===== config.mk =====
export PLATFORM = sky130hd
export DESIGN_NAME = bhpq_cfg
export DESIGN_NICKNAME = d
export VERILOG_FILES = /design/src/rtl/core/bhpq_pkg.sv /design/src/rtl/core/bhpq_cfg.sv
export SDC_FILE = /design/constraint.sdc
export NUM_CORES = 1
export LEC_CHECK = 0
export BUFFER_PORTS_ARGS = -buffer_cell sky130_fd_sc_hd__clkbuf_2
export CORE_MARGIN = 5
export CORE_UTILIZATION = 29
export DETAILED_ROUTE_END_ITERATION = 8
export PLACE_DENSITY = 0.82
export SLEW_MARGIN = 20
export SYNTH_ARGS = -nofsm -noshare
export SYNTH_HDL_FRONTEND = slang
export SYNTH_SLANG_ARGS = --single-unit

===== constraint.sdc =====
create_clock -name clk -period 0.8 [get_ports clk]
set_clock_uncertainty 0.2 [all_clocks]
set_input_delay 0 -clock clk [delete_from_list [all_inputs] [get_ports clk]]
set_output_delay 0 -clock clk [all_outputs]
set_load 0.01 [all_outputs]

===== src/rtl/core/bhpq_pkg.sv =====
// ----------------------------------------------------------------------------
// bhpq_pkg
// Shared types and codes for the binary heap priority queue.
// ----------------------------------------------------------------------------
package bhpq_pkg;

  localparam int CAP_W    = 9;
  localparam int OCC_W    = 9;
  localparam int STATUS_W = 2;
  localparam int APB_AW   = 3;
  localparam int APB_DW   = 32;

  localparam logic MODE_PUSH = 1'b0;
  localparam logic MODE_POP  = 1'b1;

  localparam logic REG_CAPACITY  = 1'b0;
  localparam logic REG_KEY_ORDER = 1'b1;

  typedef enum logic [STATUS_W-1:0] {
    ST_DONE  = 2'd0,
    ST_EMPTY = 2'd1,
    ST_FULL  = 2'd2
  } status_t;

  typedef struct packed {
    logic [CAP_W-1:0] capacity;
    logic             key_order;
  } cfg_t;

endpackage


===== src/rtl/core/bhpq_cfg.sv =====
// ----------------------------------------------------------------------------
// bhpq_cfg
// APB register file: capacity and key order.
// ----------------------------------------------------------------------------
module bhpq_cfg (
  input  logic                          clk,
  input  logic                          rst,
  input  logic                          psel,
  input  logic                          penable,
  input  logic                          pwrite,
  input  logic [bhpq_pkg::APB_AW-1:0]   paddr,
  input  logic [bhpq_pkg::APB_DW-1:0]   pwdata,
  output logic [bhpq_pkg::APB_DW-1:0]   prdata,
  output logic                          pready,
  output bhpq_pkg::cfg_t                cfg
);

  logic wr;
  logic sel;

  assign wr     = psel && penable && pwrite;
  assign sel    = paddr[2];
  assign pready = 1'b1;

  always_ff @(posedge clk) begin
    if (rst) begin
      cfg.capacity  <= bhpq_pkg::CAP_W'(256);
      cfg.key_order <= 1'b0;
    end else if (wr) begin
      case (sel)
        bhpq_pkg::REG_CAPACITY:  cfg.capacity  <= pwdata[bhpq_pkg::CAP_W-1:0];
        bhpq_pkg::REG_KEY_ORDER: cfg.key_order <= pwdata[0];
        default: ;
      endcase
    end
  end

  always_comb begin
    prdata = '0;
    case (sel)
      bhpq_pkg::REG_CAPACITY:  prdata[bhpq_pkg::CAP_W-1:0] = cfg.capacity;
      bhpq_pkg::REG_KEY_ORDER: prdata[0] = cfg.key_order;
      default: prdata = '0;
    endcase
  end

endmodule


==> results of run 1 <==
## cells in the mapped netlist
| cell | number | share of area, % |
|---|---|---|
| buf_4 | 24 | 25 |
| buf_6 | 2 | 3.2 |
| nor2_1 | 2 | 1.1 |
| nand4_1 | 1 | 0.88 |
| mux2_2 | 1 | 1.6 |
| dfxtp_1 | 10 | 28 |
| nor2b_1 | 8 | 7.0 |
| buf_2 | 1 | 0.70 |
| clkbuf_2 | 1 | 0.70 |
| conb_1 | 2 | 1.1 |
| and4b_1 | 1 | 1.4 |
| mux2i_1 | 10 | 14 |
| nand2b_1 | 17 | 15 |
## logic make-up (layout without fill, tap and decap cells)
kind of cell,Yosys count,in the layout,synth area share (%)
simple gates,29,29,25.3
buf+inv,28,56,29.9
mux,11,11,15.6
flops,10,10,28.1
other cells,2,24,1.05
## layout make-up
type	instances	area, sq um
fill	213	1190
multi-input combinational	64	467
sequential	10	215
clock buffer	4	36.3
tap	30	37.5
timing repair buffer	52	460
## worst min-delay path: stages
cell and delay, ns:
clkbuf_2 0.08, nand2b_1 0.06, mux2i_1 0.06
## routing by layer
layer  GRT usage (%)  up-vias  wire length (um)
met5               0        -                 0
met4            5.70        0                22
met3            2.18        2               226
met2            18.4       39              1040
met1            9.40      268               619
li1                -      301                 -
## per-stage QoR
step	util [%]	hold WS, ns	worst slack [ns]	power [mW]
floorplan	-	-0.0451	-0.0184	0.746
global placement	34.2	0.0464	-0.155	0.721
detailed placement	34.2	0.0543	-0.222	0.723
CTS	41.7	-0.235	-0.387	1.22
global route	50.5	-0.194	-0.410	1.33
finish	50.5	-0.223	-0.381	1.28
## power breakdown
group | leakage, nW | internal (mW) | total [mW] | switching, mW
sequential | 0.0853 | 0.508 | 0.517 | 0.00878
clock | 0.0210 | 0.277 | 0.470 | 0.193
combinational | 0.493 | 0.151 | 0.296 | 0.145
## path summary, 6_finish.rpt
path | startpoint | to | slack, ns | cells past startpoint
min | pwdata[3] | cfg[4]$_SDFFE_PP0P_ | -0.22 | 3
max | cfg[1]$_SDFFE_PP0P_ | prdata[0] | -0.38 | 2
min reg2reg | cfg[0]$_SDFFE_PP0P_ | cfg[0]$_SDFFE_PP0P_ | 0.32 | 2
max reg2reg | cfg[1]$_SDFFE_PP0P_ | cfg[1]$_SDFFE_PP0P_ | -0.28 | 5
## what timing repair did
action,in CTS,in global routing
endpoints found under the setup margin,22,29
gates resized for setup,16,50
buffers inserted,7,4
pin swaps,1,0
hold endpoints to repair,10,5
==> flow_summary.toml, run 1 <==
[power]
p_leak_nw = 0.599
power_density_nw_per_um2 = 1050
max-vdd-ir-drop_v = 0.000812

[routing]
first_pass_iters = 4
viasPerCell = 3.81
antenna_left = 0
drt_iter0_drc = 7
num_vias = 610
post_drt_wl_per_cell_um = 11.9
drc_errors = 0
wl_mm = 1.91

[critical_path]
path_class = "reg2out"
cp.buffers_inverters = 1
critPathMaxFanout = 2
crit_family = "flip-flops"
max_stage_delay_ns = 0.32
slowest_stage = "dfxtp_2"
worst_ep_required_time_ns = 0.60
cp_cell_sequence = "mux2_4 -> buf_6"
arrival_ns = 0.98
critPathLaunchType = "flip-flop"
end_kind = "primary output"

[sta]
period_share_pct = 148
finalSetupTns_ns = -5.85
final-setup-viol-count = 29
grt_setup_unrepaired = "yes"
finalWorstSetupSlack_ns = -0.381
fmax_mhz = 847
drv_slew = 0
post-route-min-period_ns = 1.18
hold_viol = 5
holdWs_ns = -0.223

[clocking]
hold_buffers = 5
clk_pin_slew_ns = 0.07
cts-root-buf = "clkbuf_4"
clockBufferDepth = 2
numCtsBuffers = 3
clock_latency_ns = 0.27
cts_tree = "built"
cts.sinks = 10
cts.htree.levels = 1

[global_routing]
antenna_found_initial = 0
grt_pass1_wl_mm = 2.56
grt_pass1_vias = 604
grt_overflow = 0
grt_max_degree = 20
grtUsageTotal_pct = 9.71

[placement]
gp_congestion = 0.661
place_area_sq_um = 825
placedCellCount = 140
port_buffers = 33

[final_layout]
fin_area_sq_um = 1220
n_antenna_cell = 0
nets = 171
layout_common_cells = "conb_1, buf_6, clkbuf_2"
largest_reg_flops = 10
area_growth_pct = 70.8
layout.cells.non_filler = 160
top_regs = "cfg: 10 flops"
largest-register = "cfg"
drive_gt1_share_pct = 56.9

[logic_synthesis]
synthCells = 80
syn_area_sq_um = 712
ys_seq_elements = 10
syn_avg_cell_area_sq_um = 8.90
ys_types = 13
ys_warn_count = 0
ys_seq_area_share_pct = 28.1

[floorplan]
die_x_um = 59.5
ios = 83
start_util_pct = 29.5
die-area_sq_um = 3550
die_h_um = 59.5
core_sq_um = 2410
std_cell_rows = 18

[min_path]
hp-class = "in2reg"

[status]
violations = "hold timing, setup timing"
status = "finished with violations"

[flow_run]
cap_violations = 0
(Power assumes the default switching activity.)
==> run 2: changes to the inputs <==
--- a/config.mk
+++ b/config.mk
@@ -5,11 +5,12 @@
 export SDC_FILE = /design/constraint.sdc
 export NUM_CORES = 1
 export LEC_CHECK = 0
-export BUFFER_PORTS_ARGS = -buffer_cell sky130_fd_sc_hd__clkbuf_2
+export ABC_AREA = 1
+export BUFFER_PORTS_ARGS = -buffer_cell sky130_fd_sc_hd__buf_4
 export CORE_MARGIN = 5
-export CORE_UTILIZATION = 29
+export CORE_UTILIZATION = 30
 export DETAILED_ROUTE_END_ITERATION = 8
-export PLACE_DENSITY = 0.82
+export PLACE_DENSITY = 0.84
 export SLEW_MARGIN = 20
 export SYNTH_ARGS = -nofsm -noshare
 export SYNTH_HDL_FRONTEND = slang
==> constraint.sdc (replaced) <==
create_clock -name clk -period 0.8 [get_ports clk]
set_clock_uncertainty 0.2 [all_clocks]
set_input_delay 0.04 -clock clk [delete_from_list [all_inputs] [get_ports clk]]
set_output_delay 0.04 -clock clk [all_outputs]
set_load 0.01 [all_outputs]
==> flow_summary.toml, run 2 <==
[status]
status = "finished with violations"
violations = "hold timing, setup timing"

[clocking]
numCtsBuffers = 3
cts-root-buf = "clkbuf_4"
clk_pin_slew_ns = 0.08
clockBufferDepth = 2
cts_tree = "built"
cts.sinks = 10
clock_latency_ns = 0.27
cts.htree.levels = 1

[power]
clock_power_share_pct = 34.9
internal_power_mw = 0.952
p_sw_mw = 0.419
max-vdd-ir-drop_v = 0.000688
swShare_pct = 30.5
pwr-share-comb_pct = 26.0
p_leak_nw = 0.591
pwr-share-seq_pct = 39.1
power_density_nw_per_um2 = 1190

[final_layout]
layout_common_cells = "buf_4, conb_1, nor2_2"
area_growth_pct = 57.8
largest-register = "cfg"
multiInputGateArea_sq_um = 407
drive_gt1_share_pct = 58.1
final_common_cell = "buf_4"
fin_util_pct = 50.9
largest_reg_flops = 10
nets = 196
seq_area_sq_um = 215
fillers = 230
top_regs = "cfg: 10 flops"
n_antenna_cell = 0

[floorplan]
die-area_sq_um = 3510
die_h_um = 59.2
std_cell_rows = 17
core_sq_um = 2250
start_util_pct = 32.2
die_x_um = 59.2
ios = 83

[logic_synthesis]
async_reset_ff_share_pct = 0
ys_seq_elements = 10
ys_warn_count = 0
synthTopCellsByArea = "dfxtp_1, buf_4, nor2_1, inv_1, nand2_1"
synthCells = 110
syn_avg_cell_area_sq_um = 6.61
synth_top_flop_cell = "dfxtp_1"
ys_seq_area_share_pct = 27.5
synthDominantCellAreaShare_pct = 27.5
synth_edf_count = 0
yosysTopAreaCell = "dfxtp_1"
syn_area_sq_um = 727
ys_types = 15
synth_most_common_cell = "buf_4"
synthTopCellsByCount = "buf_4, nor2_1, inv_1"

[routing]
wl_mm = 1.98
drt_iter0_drc = 11
first_pass_iters = 4
num_vias = 728
drc_errors = 0
post_drt_wl_per_cell_um = 10.8
antenna_left = 0
viasPerCell = 3.98

[sta]
post-route-min-period_ns = 1.11
fmax_mhz = 905
drv_slew = 0
hold_viol = 10
holdWs_ns = -0.234
period_share_pct = 138
finalWorstSetupSlack_ns = -0.305
final-setup-viol-count = 25
grt_setup_unrepaired = "yes"

[global_routing]
grt_overflow = 0
grt_max_degree = 11
grt_pass1_vias = 602
grtUsageTotal_pct = 9.85
antenna_found_initial = 0
grt_pass1_wl_mm = 2.62

[placement]
dp_hpwl_mm = 1.40
gp_congestion = 0.711
port_buffers = 33

[critical_path]
critPathMaxFanout = 3
reg2reg_from = "cfg[7]$_SDFFE_PP0P_"
rrSetupSlack_ns = -0.06
path_class = "reg2out"
arrival_ns = 0.87
worst_ep_required_time_ns = 0.56
end_kind = "primary output"
regToRegEndpoint = "cfg[7]$_SDFFE_PP0P_"
worst_r2r_path_depth = 3
critPathLaunchType = "flip-flop"

[min_path]
min_to = "cfg[9]$_SDFFE_PP1P_"
hp-start = "pwdata[8]"
hold_path_depth = 3
hp-class = "in2reg"

[flow_run]
cap_violations = 0
## run 2: cell families (layout without fill, tap and decap cells)
family          count (synthesis)  count (layout)  share of synthesized area [%]
simple gates                   52              53                           33.9
compound gates                  2               2                           1.38
flops                          10              10                           27.5
other cells                     2              24                           1.03
buf+inv                        44              66                           36.1
## run 2: repair_timing
item | 4_1_cts | 5_1_grt
hold endpoints to repair | 10 | 10
pin swaps | 0 | 3
gates resized for setup | 26 | 17
gates cloned | 0 | 1
buffers inserted | 2 | 5
endpoints found under the setup margin | 23 | 29
## run 2: power by group through the flow
stage          clock [mW]  combinational (mW)  sequential (mW)
2_1_floorplan           0               0.248            0.547
3_3_place_gp            0               0.291            0.541
3_5_place_dp            0               0.297            0.541
4_1_cts             0.470               0.316            0.536
5_1_grt             0.498               0.390            0.538
6_report            0.479               0.356            0.536
## run 2: final cells by class
| cell class | count | area share (%) |
|---|---|---|
| flip-flops and latches | 10 | 18.8 |
| repair buffers | 43 | 33.4 |
| multi-input cells | 79 | 35.4 |
| clock buffers | 4 | 3.16 |
| well taps | 28 | 3.05 |
| inverters | 19 | 6.22 |
## run 2: worst max path at each step
stage	depth (start not counted)	startpoint	end	slack [ns]
6_report	3	cfg[3]$_SDFFE_PP0P_	prdata[2]	-0.31
3_5_place_dp	6	psel	cfg[8]$_SDFFE_PP0P_	-0.17
3_3_place_gp	6	psel	cfg[1]$_SDFFE_PP0P_	-0.13
5_1_grt	3	cfg[3]$_SDFFE_PP0P_	prdata[2]	-0.35
4_1_cts	3	cfg[8]$_SDFFE_PP0P_	prdata[7]	-0.29
2_1_floorplan	2	cfg[1]$_SDFFE_PP0P_	cfg[1]$_SDFFE_PP0P_	0.006
## run 2: per-layer routing
metal  routed length, um  track usage [%]  up-vias
met3                 206             4.14        2
met5                   0                0        -
met2                1020             15.6       34
met1                 746             11.7      326
li1                    -                -      366
met4                   8             3.88        0
## run 2: per-stage QoR
step | setup TNS, ns | cell area (sq um) | setup slack, ns | instances | total power [mW]
after detailed placement | -1.63 | 945 | -0.174 | 171 | 0.837
after global placement | -1.34 | 945 | -0.130 | 171 | 0.832
after global routing | -5.78 | 1150 | -0.350 | 183 | 1.43
after floorplan | 0 | 831 | 0.00563 | 132 | 0.794
after CTS | -4.52 | 1040 | -0.289 | 177 | 1.32
final | -5.04 | 1150 | -0.305 | 183 | 1.37
## run 2: critical path, cell delays in order (launching register included)
cell and delay (ns):
dfxtp_2 0.36, inv_2 0.04, nor2_2 0.07, buf_4 0.12
==> run 3: changes to the inputs <==
--- a/config.mk
+++ b/config.mk
@@ -6,8 +6,8 @@
 export NUM_CORES = 1
 export LEC_CHECK = 0
 export ABC_AREA = 1
+export ABC_CLOCK_PERIOD_IN_PS = 800
 export BUFFER_PORTS_ARGS = -buffer_cell sky130_fd_sc_hd__buf_4
-export CORE_MARGIN = 5
 export CORE_UTILIZATION = 30
 export DETAILED_ROUTE_END_ITERATION = 8
 export PLACE_DENSITY = 0.84
==> constraint.sdc (replaced) <==
create_clock -name clk -period 0.8 [get_ports clk]
set_clock_uncertainty 0.2 [all_clocks]
set_input_delay 0.08 -clock clk [delete_from_list [all_inputs] [get_ports clk]]
set_output_delay 0.08 -clock clk [all_outputs]
set_load 0.01 [all_outputs]
==> flow_summary.toml, run 3 (synthesis gave the netlist of run 2 again) <==
[status]
status = "finished with violations"
violations = "hold timing, setup timing"

[global_routing]
grt_pass1_wl_mm = 2.38
grtUsageTotal_pct = 12.4
grt_max_degree = 11
grt_overflow = 0
antenna_found_initial = 0
grt_pass1_vias = 567

[power]
swShare_pct = 29.7
max-vdd-ir-drop_v = 0.000613
power_density_nw_per_um2 = 1150
internal_power_mw = 0.951
clock_power_share_pct = 34.3
p_leak_nw = 0.601
pwr-share-comb_pct = 26.6
pwr-share-seq_pct = 39.0
p_sw_mw = 0.402
power_mw = 1.35

[sta]
period_share_pct = 142
drv_slew = 0
finalWorstSetupSlack_ns = -0.336
hold_viol = 10
final-setup-viol-count = 25
fmax_mhz = 880
post-route-min-period_ns = 1.14
holdWs_ns = -0.189
grt_setup_unrepaired = "yes"

[clocking]
cts.htree.levels = 1
clock_latency_ns = 0.27
clk_pin_slew_ns = 0.07
cts.sinks = 10
numCtsBuffers = 3
cts_tree = "built"
cts-root-buf = "clkbuf_4"
clockBufferDepth = 2

[floorplan]
std_cell_rows = 17
die_h_um = 51.2
ios = 83
die_x_um = 51.2
start_util_pct = 32.2
die-area_sq_um = 2620
core_sq_um = 2250

[routing]
first_pass_iters = 4
viasPerCell = 3.92
wl_mm = 1.60
post_drt_wl_per_cell_um = 8.79
num_vias = 714
drt_iter0_drc = 10
antenna_left = 0
drc_errors = 0

[placement]
port_buffers = 33
gp_congestion = 0.658
dp_hpwl_mm = 1.18
place_area_sq_um = 968

[critical_path]
worst_ep_required_time_ns = 0.52
rrSetupSlack_ns = -0.10
critPathMaxFanout = 3
slowest_stage = "dfxtp_4"
crit_family = "flip-flops"
critPathLaunchType = "flip-flop"
end_kind = "primary output"
path_class = "reg2out"
cp_cell_sequence = "inv_2 -> nor2_2 -> buf_4"
arrival_ns = 0.86
max_stage_delay_ns = 0.37
cp.buffers_inverters = 2

[final_layout]
area_growth_pct = 61.6
layout_common_cells = "buf_4, conb_1, nor2_2"
nets = 195
fin_area_sq_um = 1170
largest_reg_flops = 10
largest-register = "cfg"
top_regs = "cfg: 10 flops"
n_antenna_cell = 0
final_common_cell = "buf_4"
drive_gt1_share_pct = 59.7

[min_path]
hp-class = "in2reg"

[flow_run]
cap_violations = 0
## run 3: cell types whose count changed in the layout (fill, tap and decap cells not counted)
cell     delta
o21ai_2     -1
nand2_1     -1
nand2_4     +1
buf_12      +1
inv_2       +1
o21ai_1     +1
dfxtp_4     +3
dfxtp_2     -3
buf_4       -1
buf_6       -1
nor2_4      +2
inv_1       -1
nor2_1      -2
## run 3: metal layers
layer / part of all wire (%) / up-vias / GRT usage (%)
li1: - / 365 / -
met5: 0 / - / 0
met3: 7.7 / 5 / 3.57
met4: 1.9 / 0 / 6.76
met2: 53 / 29 / 20.8
met1: 37 / 315 / 14.0
## run 3: worst paths after layout
kind,start,endpoint,cells past startpoint
worst min register to register,cfg[5]$_SDFFE_PP0P_,cfg[5]$_SDFFE_PP0P_,2
worst min-delay path,pwdata[8],cfg[9]$_SDFFE_PP1P_,3
worst max register to register,cfg[3]$_SDFFE_PP0P_,cfg[3]$_SDFFE_PP0P_,3
worst max-delay path,cfg[6]$_SDFFE_PP0P_,prdata[5],3
## run 3: cell type report
cell class | count | area (sq um)
Multi-Input combinational cell | 79 | 425
Inverter | 19 | 71.3
Timing Repair Buffer | 42 | 384
Clock buffer | 4 | 36.3
Fill cell | 231 | 1080
Tap cell | 28 | 35.0
Sequential cell | 10 | 223
## run 3: repair_timing
item,4_1_cts,5_1_grt
pin swaps,0,11
endpoints found under the setup margin,26,29
hold endpoints to repair,10,6
buffers inserted,2,5
cloned,0,1
gates resized for setup,16,24
## run 3: metrics by stage
stage | TNS (ns) | util, % | worst slack [ns] | std cells
2_1_floorplan | -0.0277 | - | -0.00666 | 132
6_report | -5.67 | 52.1 | -0.336 | 182
4_1_cts | -5.45 | 46.6 | -0.329 | 176
3_5_place_dp | -2.48 | 43.0 | -0.191 | 170
3_3_place_gp | -2.29 | 43.0 | -0.183 | 170
5_1_grt | -6.53 | 52.1 | -0.372 | 182
## run 3: power by group through the flow
stage | combinational [mW] | clock (mW) | sequential (mW)
6_report | 0.360 | 0.465 | 0.528
5_1_grt | 0.398 | 0.500 | 0.530
4_1_cts | 0.320 | 0.475 | 0.536
3_5_place_dp | 0.303 | 0 | 0.544
3_3_place_gp | 0.299 | 0 | 0.543
2_1_floorplan | 0.250 | 0 | 0.550
## run 3: tightest hold or removal path, stage by stage
cell     delay [ns]
buf_4          0.08
nand2_1        0.04
nand3_1        0.05
